==> src/design/prs_ram.sv <==
`timescale 1ns / 1ps

module prs_ram #(
    parameter int WIDTH = 8,
    parameter int DEPTH = 16
) (
    input  logic                     clk,
    input  logic                     we,
    input  logic [$clog2(DEPTH)-1:0] waddr,
    input  logic [WIDTH-1:0]         wdata,
    input  logic [$clog2(DEPTH)-1:0] raddr,
    output logic [WIDTH-1:0]         rdata
);

    logic [WIDTH-1:0] mem [DEPTH];
    logic [WIDTH-1:0] rdata_reg;

    // One write port and one read port with registered read data.
    always_ff @(posedge clk)
    begin
        if (we)
        begin
            mem[waddr] <= wdata;
        end
        rdata_reg <= mem[raddr];
    end

    assign rdata = rdata_reg;

endmodule

==> config.mk <==
export PLATFORM = sky130hd
export DESIGN_NAME = prs_ram
export DESIGN_NICKNAME = d
export VERILOG_FILES = /design/src/design/prs_ram.sv
export SDC_FILE = /design/constraint.sdc
export NUM_CORES = 1
export LEC_CHECK = 0
export ABC_AREA = 1
export BUFFER_PORTS_ARGS = -buffer_cell sky130_fd_sc_hd__buf_4
export CAP_MARGIN = 20
export CORE_ASPECT_RATIO = 0.6
export CORE_MARGIN = 3
export CORE_UTILIZATION = 60
export CTS_CLUSTER_SIZE = 30
export DETAILED_ROUTE_END_ITERATION = 16
export PLACE_DENSITY = 0.77
export REMOVE_ABC_BUFFERS = 1
export SYNTH_ARGS = -nofsm -noshare
export SYNTH_HDL_FRONTEND = slang
export SYNTH_SLANG_ARGS = --single-unit
export TNS_END_PERCENT = 30
==> constraint.sdc <==
create_clock -name clk -period 3.1 [get_ports clk]
set_input_delay 0.155 -clock clk [delete_from_list [all_inputs] [get_ports clk]]
set_output_delay 0.155 -clock clk [all_outputs]
set_load 0.01 [all_outputs]
==> results of run 1 <==
-- logic make-up after synthesis --
group | count (synthesis) | share of synthesized area (%)
buf+inv | 126 | 9.52
flops | 136 | 69.4
simple gates | 289 | 21.0
-- Yosys cell counts (all sizes together) --
cell,instances,area [um2]
buf,24,166
dfxtp,8,160
edfxtp,128,3840
inv,102,383
nand2,173,649
nand3,97,485
nand3b,2,15.0
nor2,17,63.8
-- tightest hold or removal path: stages --
cell and delay (ns):
buf_4 0.15, nand3_1 0.08, nand2_1 0.05
-- power by group --
part / internal, uW / total, uW / switching (uW)
registers: 2060 / 2070 / 11.2
logic: 78.3 / 259 / 181
clock network: 1230 / 1960 / 721
total: 3370 / 4280 / 913
-- per-stage QoR --
stage / utilization [%] / power [uW] / setup slack (ns)
2_1_floorplan: - / 2220 / 1.96
3_3_place_gp: 64.3 / 2350 / 1.08
3_5_place_dp: 64.3 / 2360 / 0.990
4_1_cts: 70.5 / 4290 / 1.42
5_1_grt: 70.7 / 4410 / 1.48
6_report: 70.7 / 4280 / 1.62
-- layout make-up --
class | instances | area (um2)
flip-flops and latches | 136 | 4000
fillers | 652 | 2710
multi-input cells | 289 | 1210
clock buffers | 22 | 474
inverters | 102 | 383
repair buffers | 26 | 208
well taps | 130 | 163
clock inverters | 10 | 100
-- path summary, 6_finish.rpt --
kind / cells past startpoint / endpoint / start / slack [ns]
setup / recovery: 9 / rdata[3]$_DFF_P_ / raddr[0] / 1.62
hold / removal: 3 / rdata[0]$_DFF_P_ / raddr[3] / 0.06
setup reg to reg: 6 / rdata[0]$_DFF_P_ / mem[1][0]$_DFFE_PP_ / 2.02
hold reg to reg: 6 / rdata[5]$_DFF_P_ / mem[2][5]$_DFFE_PP_ / 0.67
-- routing by layer --
layer	vias to the layer above	GRT usage, %	share of wire [%]
met5	-	0	0
met4	0	11.3	1.9
met3	25	7.83	12
met2	236	36.9	43
met1	1799	36.8	43
li1	1814	-	-
==> results.py, run 1 <==
metrics = {
    "run_status": {
        "status": "finished clean",
    },
    "cts": {
        "htreeDepth": 4,
        "numCtsBuffers": 17,
        "clkLatencyLatePin_ns": 0.42,
        "clock_path_buffers": 2,
        "cts.clk_slew.worst_paths_ns": 0.06,
        "cts_root_buf": "clkbuf_16",
        "cts_tree": "done",
        "clock-sinks": 136,
        "post_cts_buffers": 0,
        "ctsResizeCount": 0,
        "cts_hold_buf": 0,
    },
    "timing": {
        "max_slew_margin_pct": 38.2,
        "rsz0062_at_grt": "false",
        "holdWs_ns": 0.0560,
        "finalHoldViolations": 0,
        "setup_viol": 0,
        "timing.final.crit_share_pct": 47.8,
        "tns_ns": 0,
        "fin_worst_skew_ns": 0.00790,
        "drv_slew": 0,
        "fin_crit_ns": 1.48,
        "max_freq_mhz": 675,
        "worstMarginPinSlew_ns": 0.923,
    },
    "setup_path": {
        "crit_chain": "buf_4 -> inv_2 -> buf_12 -> nand2_1 -> nand2_1 -> nand2_1 -> nand3_1 -> nand3_1 -> nand2_1",
        "worstPathRequired_ns": 3.41,
        "path_max_fanout": 65,
        "crit_family": "buffers and inverters",
        "critPathArrivalTime_ns": 1.79,
        "critical-path-max-stage-delay_ns": 0.52,
        "critical_path_class": "input port to flop",
        "path_common_cell": "nand2_1",
        "setup.worst_path.end_class": "flop",
        "cp_slowest_cell": "buf_4",
        "cp.buffers_inverters": 3,
        "critPathLaunchType": "input port",
    },
    "finish": {
        "final_cell_count_no_fill": 715,
        "diodes": 0,
        "final_cell_mix": "173 x nand2_1, 128 x edfxtp_1, 100 x inv_1",
        "syn2layout_area_growth_pct": 13.5,
        "final_area_um2": 6550,
        "nets": 590,
        "final_common_cell": "nand2_1",
        "drive_gt1_share_pct": 9.91,
        "largest_register_ff_count": 128,
    },
    "power": {
        "power_density_nw_per_um2": 654,
        "p_leak_uw": 0.00284,
        "ir_worst_vdd_mv": 0.448,
    },
    "die": {
        "die_w_um": 133,
        "start_util_pct": 62.3,
        "die_h_um": 81.9,
        "core_um2": 9260,
        "num_rows": 27,
        "pin_count": 26,
        "die_area_um2": 10900,
    },
    "global_route": {
        "grt_pass1_wl_um": 19900,
        "grt.overflow.total": 0,
        "grt_pass1_vias": 3487,
        "gr-usage-all-layers_pct": 25.7,
        "grt_max_degree": 66,
        "antenna_found_initial": 0,
    },
    "detailed_routing": {
        "drc": 0,
        "wirelength_um": 13100,
        "vias": 3874,
        "drt_iter0_drc": 563,
        "first_pass_iters": 5,
        "wl_per_cell_um": 18.3,
        "ant_nets": 0,
        "vias_per_cell": 5.42,
    },
    "logic_synthesis": {
        "synth.distinct_cells": 12,
        "yosys_warnings": 0,
        "ys_seq_area_share_pct": 69.4,
        "ys_seq_elements": 136,
        "netlist_area_um2": 5770,
        "synth_cells": 551,
        "syn_avg_cell_area_um2": 10.5,
    },
    "placed_design": {
        "port_buffers": 25,
        "place.gp.congestion": 0.907,
        "dpl.hpwl_um": 7840,
        "numPlacedInstances": 682,
        "dpl_cell_area_um2": 5950,
    },
    "min_path": {
        "hold_path.class": "input port to flop",
    },
    "job": {
        "maxCapViolCount": 0,
    },
}
No activity file was read; power rests on OpenSTA's default activity.
==> inputs of run 2 (changes only) <==
Clock period 3.1 ns to 1.4 ns, I/O delays scaled along.
==> run 2 against run 1 <==
Against the previous run:
- clock skew decreased by 0.0027 ns
- cell count increased by 4.1%
- setup slack got worse by 1.3 ns
- largest power group unchanged
- power increased by 110%
- critical path depth decreased by 4
- flip-flop and latch count unchanged
==> results.py, run 2 (synthesis results as in run 1) <==
metrics = {
    "run_status": {
        "status": "finished clean",
    },
    "cts": {
        "clock_path_buffers": 2,
        "numCtsBuffers": 17,
        "htreeDepth": 4,
        "ctsResizeCount": 0,
        "clock-sinks": 136,
        "cts_root_buf": "clkbuf_16",
        "post_cts_buffers": 0,
        "cts.clk_slew.worst_paths_ns": 0.05,
        "cts_tree": "done",
        "cts_hold_buf": 7,
        "clkLatencyLatePin_ns": 0.42,
    },
    "detailed_routing": {
        "wl_per_cell_um": 16.9,
        "vias_per_cell": 5.23,
        "drc": 0,
        "first_pass_iters": 5,
        "vias": 3891,
        "wirelength_um": 12600,
        "drt_iter0_drc": 453,
        "ant_nets": 0,
    },
    "finish": {
        "final_common_cell": "nand2_1",
        "syn2layout_area_growth_pct": 17.3,
        "drive_gt1_share_pct": 12.2,
        "largest_register_ff_count": 128,
        "final_area_um2": 6760,
        "diodes": 0,
        "nets": 619,
        "final_cell_mix": "173 x nand2_1, 128 x edfxtp_1, 100 x inv_1",
    },
    "timing": {
        "fin_crit_ns": 1.05,
        "max_slew_margin_pct": 78.5,
        "worstMarginPinSlew_ns": 0.323,
        "finalHoldViolations": 0,
        "max_freq_mhz": 950,
        "setup_viol": 0,
        "holdWs_ns": 0.00163,
        "timing.final.crit_share_pct": 75.2,
        "drv_slew": 0,
        "worst_slack_ns": 0.348,
        "rsz0062_at_grt": "false",
        "fin_worst_skew_ns": 0.00522,
        "tns_ns": 0,
    },
    "global_route": {
        "grt_max_degree": 64,
        "grt_pass1_vias": 3701,
        "grt.overflow.total": 0,
        "gr-usage-all-layers_pct": 25.2,
        "grt_pass1_wl_um": 19900,
        "antenna_found_initial": 0,
    },
    "placed_design": {
        "dpl_cell_area_um2": 6170,
        "dpl_worst_slack_ns": 0.254,
        "dpl.hpwl_um": 7640,
        "port_buffers": 25,
        "place.gp.congestion": 0.856,
    },
    "power": {
        "p_leak_uw": 0.00296,
        "power_density_nw_per_um2": 1350,
        "ir_worst_vdd_mv": 0.964,
    },
    "die": {
        "num_rows": 27,
        "start_util_pct": 62.3,
        "die_w_um": 133,
        "die_h_um": 81.9,
        "core_um2": 9260,
        "die_area_um2": 10900,
        "pin_count": 26,
    },
    "setup_path": {
        "setup.worst_path.end_class": "flop",
        "critPathArrivalTime_ns": 1.41,
        "critPathLaunchType": "input port",
        "critical_path_class": "input port to flop",
        "path_max_fanout": 9,
        "worstPathRequired_ns": 1.75,
    },
    "min_path": {
        "hold_path.class": "input port to flop",
    },
    "job": {
        "maxCapViolCount": 0,
    },
}
==> run 2: cell count changes in the layout (fill, tap and decap cells not counted) <==
cell	delta
buf_4	+19
dlygate4sd3_1	+7
clkinv_1	+6
buf_12	+3
clkbuf_8	-3
clkinv_2	-2
bufinv_16	-1
clkbuf_1	-1
clkinvlp_4	+1
==> run 2: critical path: stages <==
cell,delay [ns]
dlygate4sd3_1,0.53
buf_4,0.18
inv_1,0.26
nand3_1,0.23
nand2_1,0.13
==> run 2: final cells by class <==
cell class	instances	area, um2
Multi-Input combinational cell	289	1210
Tap cell	130	163
Sequential cell	136	4000
Fill cell	665	2490
Inverter	102	383
Clock inverter	14	90.1
Clock buffer	18	429
Timing Repair Buffer	55	480
==> run 2: path summary, 6_finish.rpt <==
| kind | from | to | slack (ns) | depth (start not counted) |
|---|---|---|---|---|
| worst max-delay path | raddr[3] | rdata[3]$_DFF_P_ | 0.35 | 5 |
| worst min-delay path | wdata[6] | mem[1][6]$_DFFE_PP_ | 0.002 | 1 |
| worst max register to register | mem[4][3]$_DFFE_PP_ | rdata[3]$_DFF_P_ | 0.38 | 6 |
| worst min register to register | mem[3][5]$_DFFE_PP_ | rdata[5]$_DFF_P_ | 0.68 | 6 |
==> run 2: metal layers <==
layer | share of wire [%] | wire (um) | vias up | GRT usage (%)
met3 | 9.4 | 1180 | 18 | 5.26
met4 | 1.4 | 180 | 0 | 10.1
li1 | - | - | 1872 | -
met5 | 0 | 0 | - | 0
met2 | 46 | 5840 | 188 | 39.1
met1 | 43 | 5400 | 1813 | 35.7
==> run 2: metrics by stage <==
step           util (%)  instances  power [uW]
2_1_floorplan         -        527        4920
3_3_place_gp       66.7        705        5240
3_5_place_dp       66.7        705        5250
4_1_cts            73.1        744        9170
5_1_grt            73.1        744        9420
6_report           73.1        744        9120
==> run 2: power breakdown <==
group | total (uW) | switching [uW] | internal (uW)
logic | 613 | 396 | 217
registers | 4580 | 27.4 | 4550
clock network | 3930 | 1560 | 2370
