### config.mk
export PLATFORM = sky130hd
export DESIGN_NAME = prs_ctrl
export DESIGN_NICKNAME = d
export VERILOG_FILES = /design/src/design/prs_pkg.sv /design/src/design/prs_ctrl.sv
export SDC_FILE = /design/constraint.sdc
export NUM_CORES = 1
export LEC_CHECK = 0
export ABC_AREA = 1
export ABC_CLOCK_PERIOD_IN_PS = 14870
export BUFFER_PORTS_ARGS = -buffer_cell sky130_fd_sc_hd__buf_4
export CORE_AREA = 2 2 206 208
export CTS_CLUSTER_DIAMETER = 30
export DETAILED_ROUTE_END_ITERATION = 10
export DIE_AREA = 0 0 208 210
export PLACE_DENSITY = 0.69
export SLEW_MARGIN = 0
export SYNTH_ARGS = -nofsm -noshare
export SYNTH_HDL_FRONTEND = slang
export SYNTH_SLANG_ARGS = --single-unit
### constraint.sdc
create_clock -name clk -period 14.87 [get_ports clk]
set_clock_uncertainty 0.15 [all_clocks]
set_input_delay 0.7435 -clock clk [delete_from_list [all_inputs] [get_ports clk]]
set_output_delay 0.7435 -clock clk [all_outputs]
set_load 0.01 [all_outputs]
### src/design/prs_pkg.sv
`timescale 1ns / 1ps

package prs_pkg;

    // Set size and derived widths.
    localparam int MAX_PARTICLES = 1024;
    localparam int IDX_W  = $clog2(MAX_PARTICLES);
    localparam int CNT_W  = IDX_W + 1;
    localparam int W_W    = 16;
    localparam int OBJ_W  = 8;
    localparam int ELEV_W = 16;
    localparam int ROT_W  = 15;
    localparam int R_W    = 16;
    localparam int SUM_W  = W_W + IDX_W;
    localparam int PROD_W = R_W + SUM_W;
    localparam int PAY_W  = W_W + OBJ_W + ELEV_W + ROT_W;

    // Operation codes.
    localparam logic OP_LOAD = 1'b0;
    localparam logic OP_DRAW = 1'b1;

    typedef logic [IDX_W-1:0]  idx_t;
    typedef logic [CNT_W-1:0]  cnt_t;
    typedef logic [SUM_W-1:0]  sum_t;
    typedef logic [PROD_W-1:0] prod_t;
    typedef logic [W_W-1:0]    weight_t;
    typedef logic [R_W-1:0]    rand_t;

    // Prefix sum write issued by a load.
    typedef struct packed {
        logic en;
        idx_t addr;
        sum_t psum;
    } prs_wr_t;

    // Result capture request toward the output register stage.
    typedef struct packed {
        logic capture;
        logic empty;
        idx_t index;
    } prs_cap_t;

endpackage

### src/design/prs_ctrl.sv
`timescale 1ns / 1ps

module prs_ctrl (
    input  logic              clk,
    input  logic              rst_n,
    input  logic              start,
    input  logic              op,
    input  logic              first_of_set,
    input  prs_pkg::weight_t  weight,
    input  prs_pkg::rand_t    random_value,
    input  prs_pkg::sum_t     sum_rdata,
    output prs_pkg::idx_t     sum_raddr,
    output prs_pkg::idx_t     pay_raddr,
    output prs_pkg::prs_wr_t  wr,
    output prs_pkg::prs_cap_t cap,
    output logic              busy
);

    import prs_pkg::*;

    localparam logic [2:0] S_IDLE = 3'd0;
    localparam logic [2:0] S_MUL  = 3'd1;
    localparam logic [2:0] S_READ = 3'd2;
    localparam logic [2:0] S_CMP  = 3'd3;
    localparam logic [2:0] S_CAP  = 3'd4;

    logic [2:0] state_reg, state_next;
    cnt_t       count_reg, count_next;
    sum_t       total_reg, total_next;
    idx_t       lo_reg, lo_next;
    idx_t       hi_reg, hi_next;
    idx_t       mid_reg, mid_next;
    rand_t      r_reg, r_next;
    prod_t      target_reg, target_next;

    logic [IDX_W:0] mid_sum;
    idx_t           mid_calc;
    prod_t          prod;
    prod_t          probe;
    cnt_t           last_idx;

    // Midpoint of the current search window.
    assign mid_sum  = {1'b0, lo_reg} + {1'b0, hi_reg};
    assign mid_calc = mid_sum[IDX_W:1];
    assign last_idx = count_reg - CNT_W'(1);

    // Target r times total, and the probed prefix sum scaled by 65536.
    assign prod  = PROD_W'(r_reg) * PROD_W'(total_reg);
    assign probe = {sum_rdata, {R_W{1'b0}}};

    assign sum_raddr = mid_calc;
    assign pay_raddr = lo_reg;
    assign busy      = (state_reg != S_IDLE);

    // Load bookkeeping and the binary search sequencer.
    always_comb
    begin
        cnt_t base_cnt;
        sum_t base_tot;
        base_cnt    = first_of_set ? '0 : count_reg;
        base_tot    = first_of_set ? '0 : total_reg;
        state_next  = state_reg;
        count_next  = count_reg;
        total_next  = total_reg;
        lo_next     = lo_reg;
        hi_next     = hi_reg;
        mid_next    = mid_reg;
        r_next      = r_reg;
        target_next = target_reg;
        wr          = '0;
        cap         = '0;
        unique case (state_reg)
            S_IDLE:
            begin
                if (start)
                begin
                    if (op == OP_LOAD)
                    begin
                        // A load on a full set is dropped.
                        if (base_cnt < CNT_W'(MAX_PARTICLES))
                        begin
                            total_next = base_tot + SUM_W'(weight);
                            count_next = base_cnt + CNT_W'(1);
                            wr.en      = 1'b1;
                            wr.addr    = base_cnt[IDX_W-1:0];
                            wr.psum    = total_next;
                        end
                    end
                    else if (count_reg == '0)
                    begin
                        cap.capture = 1'b1;
                        cap.empty   = 1'b1;
                    end
                    else
                    begin
                        lo_next    = '0;
                        hi_next    = last_idx[IDX_W-1:0];
                        r_next     = random_value;
                        state_next = S_MUL;
                    end
                end
            end
            S_MUL:
            begin
                target_next = prod;
                state_next  = S_READ;
            end
            S_READ:
            begin
                // When the window has closed, the payload read at lo is in flight.
                if (lo_reg == hi_reg)
                begin
                    state_next = S_CAP;
                end
                else
                begin
                    mid_next   = mid_calc;
                    state_next = S_CMP;
                end
            end
            S_CMP:
            begin
                if (probe >= target_reg)
                begin
                    hi_next = mid_reg;
                end
                else
                begin
                    lo_next = mid_reg + IDX_W'(1);
                end
                state_next = S_READ;
            end
            S_CAP:
            begin
                cap.capture = 1'b1;
                cap.index   = lo_reg;
                state_next  = S_IDLE;
            end
            default:
            begin
                state_next = S_IDLE;
            end
        endcase
    end

    // Control state.
    always_ff @(posedge clk or negedge rst_n)
    begin
        if (!rst_n)
        begin
            state_reg <= S_IDLE;
            count_reg <= '0;
            total_reg <= '0;
        end
        else
        begin
            state_reg <= state_next;
            count_reg <= count_next;
            total_reg <= total_next;
        end
    end

    // Search working registers.
    always_ff @(posedge clk)
    begin
        lo_reg     <= lo_next;
        hi_reg     <= hi_next;
        mid_reg    <= mid_next;
        r_reg      <= r_next;
        target_reg <= target_next;
    end

endmodule

==> reports/results.tsv, run 1 <==
stage	metric	value	unit
status	status	finished clean	
synth	synthAdderAreaFrac	0.393	
floorplan	dieHeight	210	microns
grt	grt_pass1_wl	101000	microns
floorplan	core	41500	sq um
timing	tightest_slew	1210	ps
finish	final_cell_mix	nand2_1, inv_1, fa_1	
placed_design	gp_congestion	0.965	
timing	tns	0	ps
synth	synth_edf_count	88	
floorplan	die_x	208	microns
clock_network	clockBufferDepth	2	
worst_setup_path	crit_chain	nand2_1 -> fa_1 -> fa_1 -> inv_1 -> fa_1 -> fa_1 -> fa_1 -> inv_1 -> fa_1 -> inv_1 -> ha_1 -> nand2_1 -> nor2_1 -> nand2_1 -> nor3b_1 -> nand3_1 -> nand4_1 -> nand2_1	
synth	synth_compound_area_frac	0.0340	
synth	yosysTopAreaCell	fa_1	
finish	fillers	4008	
floorplan	io-pin-count	133	
grt	grt_start_max_net_pins	43	
finish	fin_cells	3667	
finish	nets	3683	
synth	synth_top_family_by_area	adder cells	
worst_setup_path	cpPeakStageDelay	1150	ps
floorplan	rows	75	
finish	regArea	3640	sq um
worst_setup_path	regToRegSetupSlack	8260	ps
worst_setup_path	startpoint_type	flip-flop	
worst_setup_path	worstRegToRegCells	18	
timing	finalSetupViolations	0	
timing	fin_crit_sh	0.444	
synth	synth-async-reset-ratio	0.313	
finish	drive_above_1_share	0.0639	
clock_network	ctsResizeCount	0	
placed_design	dp_cells	3635	
timing	relSlewSlack	0.195	
clock_network	cts_buffers	17	
worst_setup_path	end_kind	flip-flop	
routing	vias	18700	
worst_setup_path	criticalPathCategory	flip-flop to flip-flop	
clock_network	hold_buffers	0	
worst_setup_path	r2r_end	target_reg[37]	
synth	netlist_top_cells_area	fa_1, nand2_1, inv_1, edfxtp_1, ha_1	
floorplan	die_area	43700	sq um
grt	antenna_found_initial	0	
job	cap_violations	0	
routing	wl_per_cell	16.7	microns
routing	drtAntennaViolNets	0	
clock_network	clock-sinks	128	
clock_network	cts_max_level	4	
timing	hold_slack	98.2	ps
synth	synthXorXnorAreaFrac	0.0179	
min_path	hold_path.class	input pin to async pin	
timing	clock.fmax	151	MHz
placed_design	port_buffers	132	
routing	viasPerCell	5.10	
clock_network	clk_latency	490	ps
worst_setup_path	required	14970	ps
floorplan	start_util	0.542	
clock_network	post_cts_buffers	0	
synth	yosysSeqAreaShare	0.162	
worst_setup_path	cp_max_fo	26	
worst_setup_path	arrival	6710	ps
worst_setup_path	timing.rr.start	r_reg[1]	
worst_setup_path	cp_slowest_cell	edfxtp_1	
finish	layout_commonest_cell	nand2_1	
synth	synth.distinct_cells	43	
finish	syn_to_final_growth	8.13	%
synth	ys_warn_count	0	
synth	synth-simple-area-share	0.230	
clock_network	cts-root-buf	clkbuf_16	
grt	grt_overflow	0	
worst_setup_path	crit_top_cell	fa_1	
finish	fin_util	0.586	
clock_network	clkTransAtPathRegs	70	ps
synth	synth_area_per_cell	7.32	sq um
finish	multi_input_area	15200	sq um
synth	netlist.area_leader.share	0.299	
finish	n_antenna_cell	0	
synth	synth_top_flop_cell	edfxtp_1	
timing	rsz0062_at_grt	no	
finish	largest_register_ff_count	42	
placed_design	hpwl	48800	microns
synth	synth_fp_nets	3641	
grt	grt_usage	0.294	
synth	syn_inst	3073	
routing	drcViolationCount	0	
timing	min_period	6610	ps
grt	grt_pass1_vias	19500	
synth	synth-seq-cells	128	
routing	first_pass_iters	6	
timing	hold_viol	0	
routing	first_iter_violations	1429	
clock_network	cts_tree	yes	
synth	synth_area	22500	sq um
routing	routed_wirelength	61100	microns
synth	synthMuxAreaShare	0	
timing	drv_slew	0	
-- metal layers --
metal	vias up	GRT usage	share of wire
li1	8988	-	-
met1	8954	0.401	0.44
met2	673	0.478	0.46
met3	90	0.0554	0.073
met4	0	0.0924	0.025
met5	-	0	0
-- cell families (layout without fill, tap and decap cells) --
family,count (synthesis),after routing
xor+xnor,46,46
flops,128,128
compound gates,135,135
buf+inv,963,1018
simple gates,1296,1296
fa+ha+maj,505,505
-- synth_stat cells, types with 6 or more instances --
cell type / count
nor3_1: 19
buf_2: 14
clkbuf_1: 91
inv_1: 841
buf_1: 8
xnor2_1: 17
o21bai_1: 14
o21ai_0: 37
nor2_1: 204
nand2_1: 930
fa_1: 336
nand4_1: 23
o21ai_1: 6
edfxtp_1: 88
nand3_1: 90
xor2_1: 29
a21oi_1: 58
ha_1: 169
dfrtp_1: 40
nand3b_1: 7
-- how the worst max path moves through the flow --
| stage | start | end | slack, ps | cells past startpoint |
|---|---|---|---|---|
| floorplan | total_reg[20] | target_reg[41] | 9190 | 24 |
| global placement | r_reg[1] | target_reg[34] | 8320 | 22 |
| detailed placement | r_reg[1] | target_reg[34] | 8320 | 22 |
| CTS | r_reg[1] | target_reg[34] | 8280 | 22 |
| global route | r_reg[2] | target_reg[37] | 7970 | 18 |
| finish | r_reg[1] | target_reg[37] | 8260 | 18 |
-- layout make-up --
cell class / count / share of cell area
sequential: 128 / 0.150
timing repair buffer: 140 / 0.0432
multi-input combinational: 1982 / 0.625
clock inverter: 13 / 0.00458
inverter: 846 / 0.131
tap: 539 / 0.0277
clock buffer: 19 / 0.0191
-- per-stage QoR --
stage               area [sq um]  worst slack (ps)
floorplan                  22500              9190
global placement           23700              8320
detailed placement         23700              8320
CTS                        24300              8280
global route               24300              7970
finish                     24300              8260
-- worst max-delay path, delay by kind of cell, from the launching register on --
kind / cells / cell delay (ps)
flops: 1 / 1150
simple gates: 8 / 1430
fa+ha+maj: 7 / 3480
buf+inv: 3 / 140
Power of run 1 is not shown: default switching activity piles up to over one toggle a cycle in this logic, so the estimate is an artifact.
==> inputs of run 2 (changes only) <==
--- a/config.mk
+++ b/config.mk
@@ -6,13 +6,13 @@
 export NUM_CORES = 1
 export LEC_CHECK = 0
 export ABC_AREA = 1
-export ABC_CLOCK_PERIOD_IN_PS = 14870
+export ABC_CLOCK_PERIOD_IN_PS = 5700
 export BUFFER_PORTS_ARGS = -buffer_cell sky130_fd_sc_hd__buf_4
 export CORE_AREA = 2 2 206 208
 export CTS_CLUSTER_DIAMETER = 30
 export DETAILED_ROUTE_END_ITERATION = 10
 export DIE_AREA = 0 0 208 210
-export PLACE_DENSITY = 0.69
+export PLACE_DENSITY = 0.72
 export SLEW_MARGIN = 0
 export SYNTH_ARGS = -nofsm -noshare
 export SYNTH_HDL_FRONTEND = slang
==> constraint.sdc (replaced) <==
create_clock -name clk -period 5.7 [get_ports clk]
set_clock_uncertainty 0.15 [all_clocks]
set_input_delay 0.285 -clock clk [delete_from_list [all_inputs] [get_ports clk]]
set_output_delay 0.285 -clock clk [all_outputs]
set_load 0.01 [all_outputs]
==> run 2 against run 1 <==
Global-route usage shrank 0.062 points. Critical endpoint is now target_reg[36]. Design area grew 13%. Largest cell class unchanged. Worst hold slack gained 82 ps. Register-to-register slack lost 8200 ps. Non-clock buffer count grew 217.
==> reports/results.tsv, run 2 (same netlist as run 1, synthesis figures left out) <==
stage	metric	value	unit	change
worst_setup_path	criticalPathCategory	flip-flop to flip-flop		
routing	first_iter_violations	1433		+0.28%
placed_design	hpwl	51900	microns	+6.4%
timing	rsz0062_at_grt	yes		
routing	vias	20000		+6.8%
routing	viasPerCell	5.14		+0.84%
clock_network	clkTransAtPathRegs	70	ps	about the same
finish	final_cell_mix	nand2_1, inv_1, fa_1		
finish	largest_register_ff_count	42		unchanged
floorplan	dieHeight	210	microns	unchanged
worst_setup_path	end_kind	flip-flop		
grt	grt_pass1_wl	102000	microns	+1.3%
worst_setup_path	cp_max_fo	8		-69%
min_path	hold_path.class	input pin to flip-flop		
finish	layout_commonest_cell	nand2_1		
routing	drcViolationCount	0		unchanged
grt	antenna_found_initial	0		unchanged
timing	drv_slew	0		unchanged
floorplan	rows	75		unchanged
clock_network	cts_tree	yes		
finish	drive_above_1_share	0.184		+0.120
clock_network	cts_buffers	17		unchanged
floorplan	io-pin-count	133		unchanged
clock_network	cts_max_level	4		unchanged
finish	fin_util	0.662		+0.0752
timing	hold_viol	0		unchanged
grt	grt_start_max_net_pins	43		unchanged
worst_setup_path	startpoint_type	flip-flop		
timing	min_period	5660	ps	-944 ps
worst_setup_path	required	5760	ps	-9210 ps
routing	wl_per_cell	16.6	microns	-0.39%
finish	n_antenna_cell	0		unchanged
routing	first_pass_iters	8		+2
placed_design	port_buffers	132		unchanged
clock_network	clk_latency	470	ps	-20 ps
timing	tightest_slew	1190	ps	-14.9 ps
placed_design	gp_congestion	0.930		-3.6%
timing	fin_ws	35.5	ps	-8230 ps
timing	fin_crit_sh	0.994		+0.549
floorplan	start_util	0.542		unchanged
timing	finalSetupViolations	0		unchanged
floorplan	die_x	208	microns	unchanged
worst_setup_path	arrival	5720	ps	-990 ps
floorplan	core	41500	sq um	unchanged
finish	syn_to_final_growth	22.0	%	
finish	nets	3900		+5.9%
routing	drtAntennaViolNets	0		unchanged
routing	routed_wirelength	64500	microns	+5.5%
timing	clock.fmax	177	MHz	+17%
worst_setup_path	regToRegSetupSlack	40	ps	-8230 ps
grt	grt_usage	0.293		-0.000622
floorplan	die_area	43700	sq um	unchanged
clock_network	clock-sinks	128		unchanged
grt	grt_pass1_vias	20400		+4.7%
status	status	finished clean		
grt	grt_overflow	0		unchanged
job	cap_violations	0		unchanged
placed_design	post-place-ws	-230	ps	-8550 ps
clock_network	cts-root-buf	clkbuf_16		
finish	fillers	3570		-11%
clock_network	clockBufferDepth	2		unchanged
timing	relSlewSlack	0.201		+0.00563
[run 2: cell types whose count changed in the layout (fill, tap and decap cells not counted), sizes merged]
cell,before,now
buf,140,336
dlygate4sd3,0,17
clkbuf,19,21
clkinv,4,6
[run 2: per-layer routing]
layer	track usage	wire length (microns)	vias up
met5	0	0	-
met4	0.0924	1910	0
met3	0.0530	4640	120
met2	0.488	30900	728
met1	0.392	27000	9708
li1	-	-	9423
[run 2: worst max-delay path: stages, from the launching register on]
cell and delay (ps):
edfxtp_1 410, buf_6 150, buf_12 140, buf_4 140, nand2_1 50, inv_1 50
fa_1 500, inv_1 60, fa_1 560, fa_1 430, fa_1 490, fa_1 540
inv_1 40, ha_1 280, ha_1 390, nand2_1 100, nor2_1 230, nand2_1 190
nor2_4 140, nand3_2 140, nand4_1 120, nand2_1 80
[run 2: worst paths after layout]
path	start	endpoint	cells after the start
worst max-delay path	r_reg[11]	target_reg[36]	21
worst min-delay path	op	state_reg[0]	5
worst max register to register	r_reg[11]	target_reg[36]	21
worst min register to register	count_reg[2]	count_reg[2]	2
max in group asynchronous	rst_n	total_reg[15]	2
min in group asynchronous	rst_n	count_reg[0]	2
[run 2: repair_timing]
action / CTS / global route
pin swaps: 1 / 74
hold buffers: 17 / 0
resized for setup: 41 / 260
endpoints found under the hold margin: 56 / 0
buffers inserted: 12 / 44
cloned: 0 / 4
endpoints found under the setup margin: 25 / 29
[run 2: per-stage QoR]
stage                     hold WS (ps)  std cells  instance area [sq um]  TNS (ps)
after floorplan                   -161       3073                  22500         0
after global placement             154       3776                  25000     -2120
after detailed placement           160       3776                  25000     -3150
after CTS                          149       3837                  26000         0
after global routing               185       3884                  27400     -1540
final                              180       3884                  27400         0
[run 2: final cells by class]
class	count	area (sq um)	share of cell area
Timing Repair Buffer	357	3160	0.115
Multi-Input combinational cell	1982	16200	0.589
Tap cell	539	674	0.0246
Clock buffer	17	425	0.0155
Clock inverter	15	160	0.00584
Inverter	846	3190	0.116
Sequential cell	128	3660	0.134
Power of run 2 is left out for the same reason.
